--- config.mk ---
export PLATFORM = sky130hd
export DESIGN_NAME = tilt_triggered_motor_sequencer_core
export DESIGN_NICKNAME = d
export VERILOG_FILES = /design/src/rtl/ttms_pkg.sv /design/src/rtl/tilt_triggered_motor_sequencer_core.sv /design/src/rtl/ttms_angle_window.sv /design/src/rtl/ttms_current_monitor.sv /design/src/rtl/ttms_sequencer.sv
export SDC_FILE = /design/constraint.sdc
export NUM_CORES = 2
export LEC_CHECK = 0
export BUFFER_PORTS_ARGS = -buffer_cell sky130_fd_sc_hd__buf_2
export CAP_MARGIN = 5
export CORE_ASPECT_RATIO = 0.6
export CORE_MARGIN = 2
export CORE_UTILIZATION = 40
export CTS_CLUSTER_DIAMETER = 60
export CTS_CLUSTER_SIZE = 20
export DETAILED_ROUTE_END_ITERATION = 6
export PLACE_DENSITY = 0.61
export SLEW_MARGIN = 0
export SYNTH_ARGS = -nofsm -noshare
export SYNTH_HDL_FRONTEND = slang
export SYNTH_SLANG_ARGS = --single-unit
--- constraint.sdc ---
create_clock -name clk -period 6.7 [get_ports clk]
set_input_delay 0.67 -clock clk [delete_from_list [all_inputs] [get_ports clk]]
set_output_delay 0.67 -clock clk [all_outputs]
set_load 0.05 [all_outputs]
--- src/rtl/ttms_pkg.sv ---
// Shared types and constants for the tilt triggered motor sequencer.
package ttms_pkg;

	// configuration port
	localparam int CFG_IDX_W  = 3;
	localparam int CFG_DATA_W = 24;

	typedef enum logic [CFG_IDX_W-1:0] {
		REG_TRIGGER_ANGLE  = 3'd0,
		REG_START_TIME     = 3'd1,
		REG_BRUSH_TIME     = 3'd2,
		REG_STOP_DELAY     = 3'd3,
		REG_OC_HOLD        = 3'd4,
		REG_CURRENT_LIMIT  = 3'd5,
		REG_CURRENT_OFFSET = 3'd6
	} cfg_reg_t;

	// register reset values
	localparam logic [23:0] START_TIME_RST = 24'd1500000;
	localparam logic [23:0] STOP_DELAY_RST = 24'd3000000;
	localparam logic [23:0] OC_HOLD_RST    = 24'd15000000;

	// current sensing
	localparam int          ADC_MID   = 512;
	localparam int          SQ_W      = 22;
	localparam int          SUMSQ_W   = 24;
	localparam int          CNT_W     = 6;

	// angle handling
	localparam logic [7:0]  TILT_MAX  = 8'd180;
	localparam int          WSUM_W    = 14;

	localparam int          TIME_W    = 24;
	localparam int          STARTS_W  = 32;
	localparam int          BRUSH_W   = 40;

	typedef enum logic [2:0] {
		PH_IDLE  = 3'd0,
		PH_START = 3'd1,
		PH_BRUSH = 3'd2,
		PH_OC    = 3'd3,
		PH_STOP  = 3'd4
	} phase_t;

	typedef struct packed {
		logic [7:0]  elapsed_ms;
		logic [7:0]  tilt_degrees;
		logic [9:0]  current_adc;
		logic        start_request;
		logic        clear_counters;
	} in_item_t;

	typedef struct packed {
		logic [2:0]          phase;
		logic                motor_enable;
		logic                motor_direction;
		logic [WSUM_W-1:0]   angle_window_sum;
		logic                overcurrent;
		logic [TIME_W-1:0]   phase_time_ms;
		logic [STARTS_W-1:0] start_count;
		logic [BRUSH_W-1:0]  brushing_total_ms;
	} out_item_t;

	// sequencer state as seen by the top level
	typedef struct packed {
		phase_t              phase;
		logic                motor_on;
		logic                direction;
		logic [TIME_W-1:0]   timer;
		logic [STARTS_W-1:0] starts;
		logic [BRUSH_W-1:0]  brush_total;
	} seq_state_t;

	// sequencer timing configuration
	typedef struct packed {
		logic [TIME_W-1:0] start_time;
		logic [TIME_W-1:0] brush_time;
		logic [TIME_W-1:0] stop_delay;
		logic [TIME_W-1:0] oc_hold;
	} seq_cfg_t;

endpackage

--- src/rtl/tilt_triggered_motor_sequencer_core.sv ---
// Top level of the tilt triggered motor sequencer.
//
// One input transaction per tick carries elapsed milliseconds, tilt angle,
// a raw current sample, a start request and a counter clear. Each tick
// produces exactly one output transaction with the phase, motor drive,
// window angle sum, overcurrent flag, phase time and the two counters.
// Both channels use valid/stall; a transaction moves when valid is high and
// stall is low. Configuration is a write-only port (cfg_write, cfg_index,
// cfg_data); the user must write it while no tick is in flight; the block
// does not enforce this. Input goes through an input stage that squares
// the current sample, then the update stage that loads the output register.
// Throughput is one tick per cycle; the output register stalls both stages
// together, so in_stall follows out_stall while a result waits.
// Reset clears the window, current block, sequencer (idle, direction one)
// and counters and loads the register defaults; the angle memory needs no
// clearing pass, its entries read as zero until the window wraps once.
module tilt_triggered_motor_sequencer_core #(
	parameter int ANGLE_WINDOW = 70,
	parameter int RMS_SAMPLES  = 50
) (
	input  logic                                clk,
	input  logic                                arst_n,
	input  logic                                cfg_write,
	input  logic [ttms_pkg::CFG_IDX_W-1:0]      cfg_index,
	input  logic [ttms_pkg::CFG_DATA_W-1:0]     cfg_data,
	input  logic                                in_valid,
	output logic                                in_stall,
	input  ttms_pkg::in_item_t                  in_data,
	output logic                                out_valid,
	input  logic                                out_stall,
	output ttms_pkg::out_item_t                 out_data
);
	import ttms_pkg::*;

	localparam int SLOT_W = (ANGLE_WINDOW > 1) ? $clog2(ANGLE_WINDOW) : 1;
	localparam int SUM_W  = $clog2(180 * ANGLE_WINDOW + 1);

	// configuration registers
	logic [7:0]         trigger_q;
	seq_cfg_t           seq_cfg_q;
	logic [SUMSQ_W-1:0] limit_q;
	logic signed [9:0]  offset_q;

	// pipeline
	logic               advance;
	logic               process;
	logic               valid_s1;
	in_item_t           item_s1;
	logic [SQ_W-1:0]    sq_s1;
	logic signed [11:0] centered;
	logic signed [23:0] prod;
	logic               out_valid_q;
	out_item_t          out_q;

	logic [SUM_W-1:0]   angle_sum;
	logic               tilted;
	logic               over_nx;
	phase_t             phase;
	seq_state_t         seq_nx;
	logic               sample_en;

	assign advance   = !(out_valid_q && out_stall);
	assign in_stall  = !advance;
	assign process   = valid_s1 && advance;
	assign out_valid = out_valid_q;
	assign out_data  = out_q;

	// configuration writes
	always_ff @(posedge clk or negedge arst_n) begin
		if (!arst_n) begin
			trigger_q            <= '0;
			seq_cfg_q.start_time <= START_TIME_RST;
			seq_cfg_q.brush_time <= '0;
			seq_cfg_q.stop_delay <= STOP_DELAY_RST;
			seq_cfg_q.oc_hold    <= OC_HOLD_RST;
			limit_q              <= '0;
			offset_q             <= '0;
		end else if (cfg_write) begin
			case (cfg_index)
				REG_TRIGGER_ANGLE:  trigger_q            <= cfg_data[7:0];
				REG_START_TIME:     seq_cfg_q.start_time <= cfg_data;
				REG_BRUSH_TIME:     seq_cfg_q.brush_time <= cfg_data;
				REG_STOP_DELAY:     seq_cfg_q.stop_delay <= cfg_data;
				REG_OC_HOLD:        seq_cfg_q.oc_hold    <= cfg_data;
				REG_CURRENT_LIMIT:  limit_q              <= cfg_data;
				REG_CURRENT_OFFSET: offset_q             <= cfg_data[9:0];
				default: ;
			endcase
		end
	end

	// input stage: center, offset and square the current sample
	always_comb begin
		centered = $signed({2'b00, in_data.current_adc}) - 12'sd512
			+ 12'(offset_q);
		prod     = centered * centered;
	end

	always_ff @(posedge clk) begin
		if (advance && in_valid) begin
			item_s1 <= in_data;
			sq_s1   <= prod[SQ_W-1:0];
		end
	end

	always_ff @(posedge clk or negedge arst_n) begin
		if (!arst_n) begin
			valid_s1    <= 1'b0;
			out_valid_q <= 1'b0;
		end else if (advance) begin
			valid_s1    <= in_valid;
			out_valid_q <= valid_s1;
		end
	end

	// update stage
	assign sample_en = process && (phase == PH_IDLE || phase == PH_BRUSH);

	ttms_angle_window #(
		.WINDOW (ANGLE_WINDOW),
		.SUM_W  (SUM_W),
		.SLOT_W (SLOT_W)
	) u_angle (
		.clk     (clk),
		.arst_n  (arst_n),
		.en      (process),
		.tilt    (item_s1.tilt_degrees),
		.trigger (trigger_q),
		.sum_nx  (angle_sum),
		.tilted  (tilted)
	);

	ttms_current_monitor #(
		.RMS_SAMPLES (RMS_SAMPLES)
	) u_current (
		.clk     (clk),
		.arst_n  (arst_n),
		.en      (sample_en),
		.sq      (sq_s1),
		.limit   (limit_q),
		.over_nx (over_nx)
	);

	ttms_sequencer u_seq (
		.clk       (clk),
		.arst_n    (arst_n),
		.en        (process),
		.elapsed   (item_s1.elapsed_ms),
		.tilted    (tilted),
		.start_req (item_s1.start_request),
		.clear     (item_s1.clear_counters),
		.over      (over_nx),
		.cfg       (seq_cfg_q),
		.phase     (phase),
		.state_nx  (seq_nx)
	);

	// result register
	always_ff @(posedge clk) begin
		if (process) begin
			out_q.phase             <= 3'(seq_nx.phase);
			out_q.motor_enable      <= seq_nx.motor_on;
			out_q.motor_direction   <= seq_nx.direction;
			out_q.angle_window_sum  <= (32'(angle_sum) > 32'h3FFF) ? '1
				: WSUM_W'(angle_sum);
			out_q.overcurrent       <= over_nx;
			out_q.phase_time_ms     <= seq_nx.timer;
			out_q.start_count       <= seq_nx.starts;
			out_q.brushing_total_ms <= seq_nx.brush_total;
		end
	end

endmodule

--- src/rtl/ttms_angle_window.sv ---
// Moving window sum of tilt angles with a prefetched window memory.
module ttms_angle_window #(
	parameter int WINDOW = 70,
	parameter int SUM_W  = 14,
	parameter int SLOT_W = 7
) (
	input  logic             clk,
	input  logic             arst_n,
	input  logic             en,
	input  logic [7:0]       tilt,
	input  logic [7:0]       trigger,
	output logic [SUM_W-1:0] sum_nx,
	output logic             tilted
);
	import ttms_pkg::*;

	localparam logic [SLOT_W-1:0] LAST_SLOT = SLOT_W'(WINDOW - 1);

	logic [7:0]        mem [WINDOW];
	logic [7:0]        rd_q;
	logic [7:0]        last_q;
	logic              byp_q;
	logic              wrapped_q;
	logic [SLOT_W-1:0] slot_q;
	logic [SLOT_W-1:0] slot_nx;
	logic [SLOT_W-1:0] rd_addr;
	logic [SUM_W-1:0]  sum_q;
	logic [7:0]        tilt_c;
	logic [7:0]        old_val;
	logic [15:0]       thresh;

	// clamp the angle and find the slot after this one
	always_comb begin
		tilt_c  = (tilt > TILT_MAX) ? TILT_MAX : tilt;
		slot_nx = (slot_q == LAST_SLOT) ? '0 : slot_q + 1'b1;
		rd_addr = en ? slot_nx : slot_q;
	end

	// entry leaving the window: zero until the window has been filled once
	always_comb begin
		old_val = byp_q ? last_q : rd_q;
		if (!wrapped_q) begin
			old_val = '0;
		end
		sum_nx = sum_q - SUM_W'(old_val) + SUM_W'(tilt_c);
		thresh = 16'(trigger) * 16'(WINDOW);
		tilted = 16'(sum_nx) >= thresh;
	end

	// window memory: write the current slot, prefetch the next
	always_ff @(posedge clk) begin
		if (en) begin
			mem[slot_q] <= tilt_c;
		end
		rd_q   <= mem[rd_addr];
		last_q <= tilt_c;
	end

	always_ff @(posedge clk or negedge arst_n) begin
		if (!arst_n) begin
			slot_q    <= '0;
			sum_q     <= '0;
			wrapped_q <= 1'b0;
			byp_q     <= 1'b0;
		end else begin
			byp_q <= en && (slot_nx == slot_q);
			if (en) begin
				slot_q <= slot_nx;
				sum_q  <= sum_nx;
				if (slot_nx == '0) begin
					wrapped_q <= 1'b1;
				end
			end
		end
	end

endmodule

--- src/rtl/ttms_current_monitor.sv ---
// Block sum of squared current samples compared with a limit.
module ttms_current_monitor #(
	parameter int RMS_SAMPLES = 50
) (
	input  logic                         clk,
	input  logic                         arst_n,
	input  logic                         en,
	input  logic [ttms_pkg::SQ_W-1:0]    sq,
	input  logic [ttms_pkg::SUMSQ_W-1:0] limit,
	output logic                         over_nx
);
	import ttms_pkg::*;

	logic [SUMSQ_W-1:0] sum_q;
	logic [CNT_W-1:0]   cnt_q;
	logic               flag_q;
	logic [SUMSQ_W:0]   raw;
	logic [SUMSQ_W-1:0] sum_sat;
	logic [CNT_W:0]     cnt_inc;
	logic               block_end;

	// saturating accumulate and block end detect
	always_comb begin
		raw       = {1'b0, sum_q} + (SUMSQ_W + 1)'(sq);
		sum_sat   = raw[SUMSQ_W] ? '1 : raw[SUMSQ_W-1:0];
		cnt_inc   = {1'b0, cnt_q} + 1'b1;
		block_end = cnt_inc >= (CNT_W + 1)'(RMS_SAMPLES);
		over_nx   = (en && block_end) ? (sum_sat > limit) : flag_q;
	end

	always_ff @(posedge clk or negedge arst_n) begin
		if (!arst_n) begin
			sum_q  <= '0;
			cnt_q  <= '0;
			flag_q <= 1'b0;
		end else if (en) begin
			flag_q <= over_nx;
			if (block_end) begin
				sum_q <= '0;
				cnt_q <= '0;
			end else begin
				sum_q <= sum_sat;
				cnt_q <= cnt_inc[CNT_W-1:0];
			end
		end
	end

endmodule

--- src/rtl/ttms_sequencer.sv ---
// Five phase motor sequencer with phase timer, start and brushing counters.
module ttms_sequencer (
	input  logic                  clk,
	input  logic                  arst_n,
	input  logic                  en,
	input  logic [7:0]            elapsed,
	input  logic                  tilted,
	input  logic                  start_req,
	input  logic                  clear,
	input  logic                  over,
	input  ttms_pkg::seq_cfg_t    cfg,
	output ttms_pkg::phase_t      phase,
	output ttms_pkg::seq_state_t  state_nx
);
	import ttms_pkg::*;

	seq_state_t      st_q;
	phase_t          phase_nx;
	logic [TIME_W:0] tsum;
	logic [TIME_W-1:0] d;
	logic            due;
	logic [STARTS_W-1:0] starts_base;
	logic [BRUSH_W-1:0]  brush_base;

	assign phase = st_q.phase;

	// advance the timer, saturating
	always_comb begin
		tsum = {1'b0, st_q.timer} + (TIME_W + 1)'(elapsed);
		d    = tsum[TIME_W] ? '1 : tsum[TIME_W-1:0];
		due  = d > cfg.brush_time;
		starts_base = clear ? '0 : st_q.starts;
		brush_base  = clear ? '0 : st_q.brush_total;
	end

	// next phase
	always_comb begin
		phase_nx = st_q.phase;
		case (st_q.phase)
			PH_IDLE: begin
				if (tilted || start_req) phase_nx = PH_START;
			end
			PH_START: begin
				if (d > cfg.start_time) phase_nx = PH_BRUSH;
			end
			PH_BRUSH: begin
				if (over || (due && !tilted)) phase_nx = over ? PH_OC : PH_STOP;
			end
			PH_OC: begin
				if (d > cfg.oc_hold) phase_nx = PH_IDLE;
			end
			PH_STOP: begin
				if (d > cfg.stop_delay) phase_nx = PH_IDLE;
			end
			default: phase_nx = st_q.phase;
		endcase
	end

	// timer, motor drive and counters
	always_comb begin
		state_nx             = st_q;
		state_nx.phase       = phase_nx;
		state_nx.timer       = d;
		state_nx.starts      = starts_base;
		state_nx.brush_total = brush_base;
		case (st_q.phase)
			PH_IDLE: begin
				if (tilted || start_req) state_nx.timer = '0;
			end
			PH_START: begin
				if (!st_q.motor_on) begin
					state_nx.direction = !st_q.direction;
					state_nx.starts    = starts_base + 1'b1;
					state_nx.timer     = '0;
					state_nx.motor_on  = 1'b1;
				end
			end
			PH_BRUSH: begin
				if (over || due) begin
					state_nx.brush_total = brush_base + BRUSH_W'(d);
					state_nx.timer       = '0;
					if (over || !tilted) state_nx.motor_on = 1'b0;
				end
			end
			default: state_nx.timer = d;
		endcase
	end

	always_ff @(posedge clk or negedge arst_n) begin
		if (!arst_n) begin
			st_q.phase       <= PH_IDLE;
			st_q.motor_on    <= 1'b0;
			st_q.direction   <= 1'b1;
			st_q.timer       <= '0;
			st_q.starts      <= '0;
			st_q.brush_total <= '0;
		end else if (en) begin
			st_q <= state_nx;
		end
	end

endmodule
Word level (Yosys, flattened, before mapping)
Memory sizes are Yosys's and may differ from the RTL's. A register that Yosys moved wholly into a read port is not among the register bits.
Index checks and enable logic that the tools add are counted.
{"block": "word_totals", "regBits": 459, "mem_bits_rw": 560, "inputBits": 60, "word_cells": 127, "n_memories": 1}
{"block": "op_classes", "addsub": 10, "mul": 2, "order_cmp": 8, "eq_ne": 12, "muxes": 32, "reduce_logical": 26}
{"memory": "u_angle.mem", "depth": 70, "word_bits": 8, "read_ports": 1, "rd_ports_with_merged_regs": 1, "write_ports": 1, "line_no": "ttms_angle_window.sv:19", "source": "logic [7:0] mem [WINDOW];"}
{"op": "$gt 24x24->1", "n": 5}
{"op": "$mux 24", "n": 5}
{"op": "$mux 40", "n": 3}
{"op": "$pmux 24 s3", "n": 1}
{"op": "$mux 32", "n": 2}
{"op": "$mux 57", "n": 1}
{"op": "$add 40x24->40", "n": 1}
{"op": "$add 32x1->32 const B", "n": 1}
{"op": "$add 24x22->25", "n": 1}
{"op": "$add 24x8->25", "n": 1}
{"op": "$mux 8", "n": 3}
{"op": "$mul 12x12->22", "n": 1}
{"op": "$mux 3", "n": 6}
{"op": "$reduce_and 2->1", "n": 8}
{"op": "$ge 14x15->1", "n": 1}
{"op": "$pmux 3 s5", "n": 1}
{"op": "$add 14x8->14", "n": 1}
{"op": "$mul 8x6->14 const B", "n": 1}
{"op": "$mux 7", "n": 2}
{"op": "$sub 14x8->14", "n": 1}
{"op": "$add 11x10->12", "n": 1}
{"op": "$eq 3x2->1 const B", "n": 4}
{"op": "$eq 3x3->1 const B", "n": 4}
{"op": "$sub 10x10->11 const B", "n": 1}
{"op": "15 further kinds", "n": 34}

Depth between registers and ports, before layout
{"block": "depth", "ltp_word": 10, "depth_mapped": 33, "mapped_depth_nobuf": 33}

Cells and area by module
From an unflattened synthesis, not the netlist that was laid out.
{"block": "hier_totals", "cells_unflattened": 4791, "hier_area_um2": 54584.9}
{"mod": "ttms_angle_window", "instances": 1, "cells_each": 2062, "area_per_inst_um2": 25802.2}
{"mod": "tilt_triggered_motor_sequencer_core", "instances": 1, "cells_each": 1032, "area_per_inst_um2": 14958.1}
{"mod": "ttms_sequencer", "instances": 1, "cells_each": 1296, "area_per_inst_um2": 10485.1}
{"mod": "ttms_current_monitor", "instances": 1, "cells_each": 401, "area_per_inst_um2": 3339.5}

Least setup slack after synthesis
No wires, ideal clock.
{"block": "synth_timing", "path_kind": "input -> register", "start": "input in_data[3] (netlist bit)", "end": "register sq_s1[19] (data pin)", "arrival_ns": 7.249, "required_ns": 6.433, "setup_slack_ns": -0.816, "path_stages": 28, "cell_sequence": "ha_1 -> a21o_1 -> a21oi_1 -> o21ai_0 -> o41ai_1 -> o21ai_0 -> a21oi_1 -> inv_1 -> o21ai_1 -> inv_1 -> buf_1 -> nor2_1 -> fa_1 -> ha_1 -> inv_1 -> fa_1 -> inv_1 -> fa_1 -> inv_1 -> fa_1 -> inv_1 -> ha_1 -> or3_1 -> o21ai_0 -> a21oi_1 -> a21o_1 -> a211oi_1 -> nor3_1"}
{"block": "synth_via", "elab_chain_cells": 3}
{"item": "from (decl)", "line_no": "tilt_triggered_motor_sequencer_core.sv:28", "source": "input ttms_pkg::in_item_t in_data,"}
{"item": "$sub 10x10->11", "line_no": "tilt_triggered_motor_sequencer_core.sv:94", "source": "centered = $signed({2'b00, in_data.current_adc}) - 12'sd512"}
{"item": "$add 11x10->12", "line_no": "tilt_triggered_motor_sequencer_core.sv:95", "source": "+ 12'(offset_q);"}
{"item": "$mul 12x12->22", "line_no": "tilt_triggered_motor_sequencer_core.sv:96", "source": "prod = centered * centered;"}
{"item": "net prod[19]", "line_no": "tilt_triggered_motor_sequencer_core.sv:51", "source": "logic signed [23:0] prod;"}
{"item": "to (signal assigned)", "line_no": "tilt_triggered_motor_sequencer_core.sv:102", "source": "sq_s1 <= prod[SQ_W-1:0];"}
{"item": "to (decl)", "line_no": "tilt_triggered_motor_sequencer_core.sv:49", "source": "logic [SQ_W-1:0] sq_s1;"}
The timed path passes the listed nets, and every way through them passes these cells.
A chain may end at the register's enable or synchronous reset.

Final worst setup path
{"block": "layout_timing", "start": "register offset_q[1]", "end": "register sq_s1[21] (data pin)"}
{"block": "layout_via", "elab_chain_cells": 2}
{"item": "from (decl)", "line_no": "tilt_triggered_motor_sequencer_core.sv:42", "source": "logic signed [9:0] offset_q;"}
{"item": "from (signal assigned)", "line_no": "tilt_triggered_motor_sequencer_core.sv:86", "source": "REG_CURRENT_OFFSET: offset_q <= cfg_data[9:0];"}
{"item": "$add 11x10->12", "line_no": "tilt_triggered_motor_sequencer_core.sv:95"}
{"item": "$mul 12x12->22", "line_no": "tilt_triggered_motor_sequencer_core.sv:96"}
{"item": "net prod[21]", "line_no": "tilt_triggered_motor_sequencer_core.sv:51"}
The timed path passes the listed nets, and every way through them passes these cells.

==> qor.yml <==
worstPathRequired_ns: 7.10
rsz0062_at_grt: "yes"
chipWidth_um: 478
vias: 37600
cp_max_fo: 5
place_inst: 6842
hp-start: "in_data[22]"
stdcell_count: 6980
grt_usage: 0.208
synth.cell_area_um2: 54000
cts_tree: "done"
critical-path-max-stage-delay_ns: 0.55
avgSynthCellArea_um2: 11.1
worstSetupPathType: "reg -> reg"
layout_common_cells: "nand2_1, edfxtp_1, inv_1, ha_1, nor2_1"
ys_seq_area_frac: 0.541
dp_hpwl_mm: 99.9
hold_path_end: "item_s1[22]"
antenna_found_initial: 2
synth_mux_area_frac: 0.0358
min_path_cells: 1
via_per_inst: 5.38
core-area_um2: 134000
synth_top_area_cell: "edfxtp_1"
ff2ff_setup_slack_ns: 0.08
crit_arrival_ns: 7.02
post-route-period-util: 0.988
dr.pass1.iters: 6
crit_top_cell: "inv_2"
cts.reportedPaths.clkPinSlew_ns: 0.09
whs_ns: 0.143
layout_commonest_cell: "nand2_1"
io_buffer_count: 177
drive_gt1_frac: 0.153
syn_to_final_growth_pct: 12.2
grt_max_degree: 103
drv_cap: 0
synth-adder-area-share: 0.115
ys_warn_count: 0
yosys.area_share.simple: 0.138
cts_buffers: 70
end_kind: "flop"
synthCells: 4874
fin_skew_ns: 0.0492
cts_buffer_depth: 3
drt_iter0_markers: 3829
synth_compound_area_frac: 0.0994
gp_congestion: 0.878
grt_overflow_total: 0
finalHoldViolations: 0
clkLatencyLatePin_ns: 0.70
grt_pass1_wl_mm: 222
timing.rr.end: "sq_s1[21]"
synthXorXnorAreaFrac: 0.0245
die_area_um2: 138000
tightest_slew_ns: 1.15
synth_cell_types: 95
cp-start-kind: "flop"
slew_violations: 0
cp_slowest_cell: "fa_1"
holdCritPathClass: "in -> reg"
synth_seq_cells: 1026
io_pins: 178
grt_pass1_vias: 36100
drc_errors: 0
tns_ns: 0
rows: 104
ys.flop_type: "edfxtp_1"
synth_edf_count: 715
initial_core_util: 0.403
final_area_um2: 60600
relSlewSlack: 0.229
syn-num-nets: 5352
r2r-start: "offset_q[1]"
dpl-instance-area_um2: 57900
fin_nets: 5601
async_reset_ff_frac: 0.288
ff2ff_path_depth: 29
cts_sinks: 1026
synth_area_leaders: "edfxtp_1, dfrtp_1, ha_1, nand2_1, fa_1"
wire_per_inst_um: 20.8
h-tree-depth: 3
final-setup-viol-count: 0
synth_top_family_by_area: "simple AND/OR/NAND/NOR gates"
root_buffer: "clkbuf_16"
status: "complete, no violations"
drt-total-wl_mm: 145
ant_nets: 0
max_freq_mhz: 151
die_h_um: 289
min_period_ns: 6.62
nFillCells: 12500
synth_top_area_frac: 0.398
-- routing by layer --
metal,GRT usage,part of all wire,wire [um],up-vias
met2,0.304,0.43,62100,1206
li1,-,-,-,17600
met4,0.0437,0.018,2670,0
met1,0.323,0.48,69800,18600
met3,0.0354,0.074,10800,137
met5,0,0,0,-
-- registers in the layout, indices dropped and copies added (netlist names), 3 cells and up --
signal / flops
item_s1: 18
limit_q: 24
offset_q: 10
out_data: 116
seq_cfg_q: 96
sq_s1: 21
trigger_q: 8
u_angle.last_q: 8
u_angle.mem: 560
u_angle.rd_q: 8
u_angle.slot_q: 7
u_angle.sum_q: 14
u_current.cnt_q: 6
u_current.sum_q: 24
u_seq.phase: 3
u_seq.st_q: 98
-- synthesized netlist by cell type (15+ instances only) --
| library cell | count |
|---|---|
| xor2_1 | 54 |
| ha_1 | 289 |
| a2111oi_0 | 37 |
| a31oi_1 | 22 |
| buf_2 | 46 |
| and3_1 | 42 |
| nand4_1 | 39 |
| inv_1 | 396 |
| o21a_1 | 24 |
| o221ai_1 | 22 |
| and2_1 | 28 |
| buf_1 | 19 |
| mux2i_1 | 58 |
| o211ai_1 | 17 |
| nor3_1 | 63 |
| a21oi_1 | 238 |
| buf_6 | 15 |
| nand2b_1 | 28 |
| o31ai_1 | 43 |
| nor2b_1 | 62 |
| fa_1 | 129 |
| xnor2_1 | 97 |
| nand2_1 | 869 |
| dfstp_2 | 31 |
| mux2_2 | 107 |
| a22o_1 | 30 |
| dfxtp_1 | 16 |
| a21o_1 | 47 |
| o21ai_0 | 181 |
| nand3_1 | 196 |
| dfrtp_1 | 264 |
| a211oi_1 | 18 |
| clkbuf_1 | 107 |
| edfxtp_1 | 715 |
| nor2_1 | 284 |
-- metrics by stage --
step,util,worst slack [ns]
final,0.452,0.0783
after global routing,0.452,-0.228
after CTS,0.450,-0.105
after detailed placement,0.432,-0.534
after global placement,0.432,-0.430
after floorplan,-,0.00692
-- kinds of logic after synthesis --
| logic type | count (synthesis) |
|---|---|
| compound gates | 813 |
| xor+xnor | 151 |
| other cells | 1 |
| mux | 178 |
| flops | 1026 |
| simple gates | 1682 |
| buf+inv | 605 |
| fa+ha+maj | 418 |
-- area by class of cell --
cell class,count,area (um2),share of cell area
timing repair buffer,374,2450,0.0404
inverter,408,1560,0.0257
sequential,1026,29200,0.482
antenna,3,7.51,0.000124
clock inverter,26,323,0.00533
clock buffer,98,1940,0.0320
tap,1802,2250,0.0372
multi-input combinational,3243,22800,0.377
-- how the worst max path moves through the flow --
stage | start | endpoint | slack, ns | depth (start not counted)
final | offset_q[1] | sq_s1[21] | 0.08 | 29
after global routing | offset_q[0] | sq_s1[21] | -0.23 | 31
after CTS | offset_q[0] | sq_s1[20] | -0.11 | 29
after detailed placement | in_data[2] | sq_s1[21] | -0.53 | 30
after global placement | in_data[3] | sq_s1[21] | -0.43 | 27
after floorplan | in_data[2] | sq_s1[21] | 0.007 | 29
-- timing repair --
action	4_1_cts	5_1_grt
setup endpoints to repair	46	80
resized for setup	35	42
hold endpoints to repair	54	0
setup buffers	5	5
pin swaps	45	48
hold buffers	1	0
-- critical path: cells and delay by family (launching register included) --
family | cells | cell delay, ns
buf+inv | 7 | 0.44
simple gates | 3 | 0.33
xor+xnor | 2 | 0.31
flops | 1 | 0.43
compound gates | 10 | 1.88
fa+ha+maj | 7 | 2.95
Power is not shown: default switching activity piles up to over one toggle a cycle in this logic, so the estimate is an artifact.
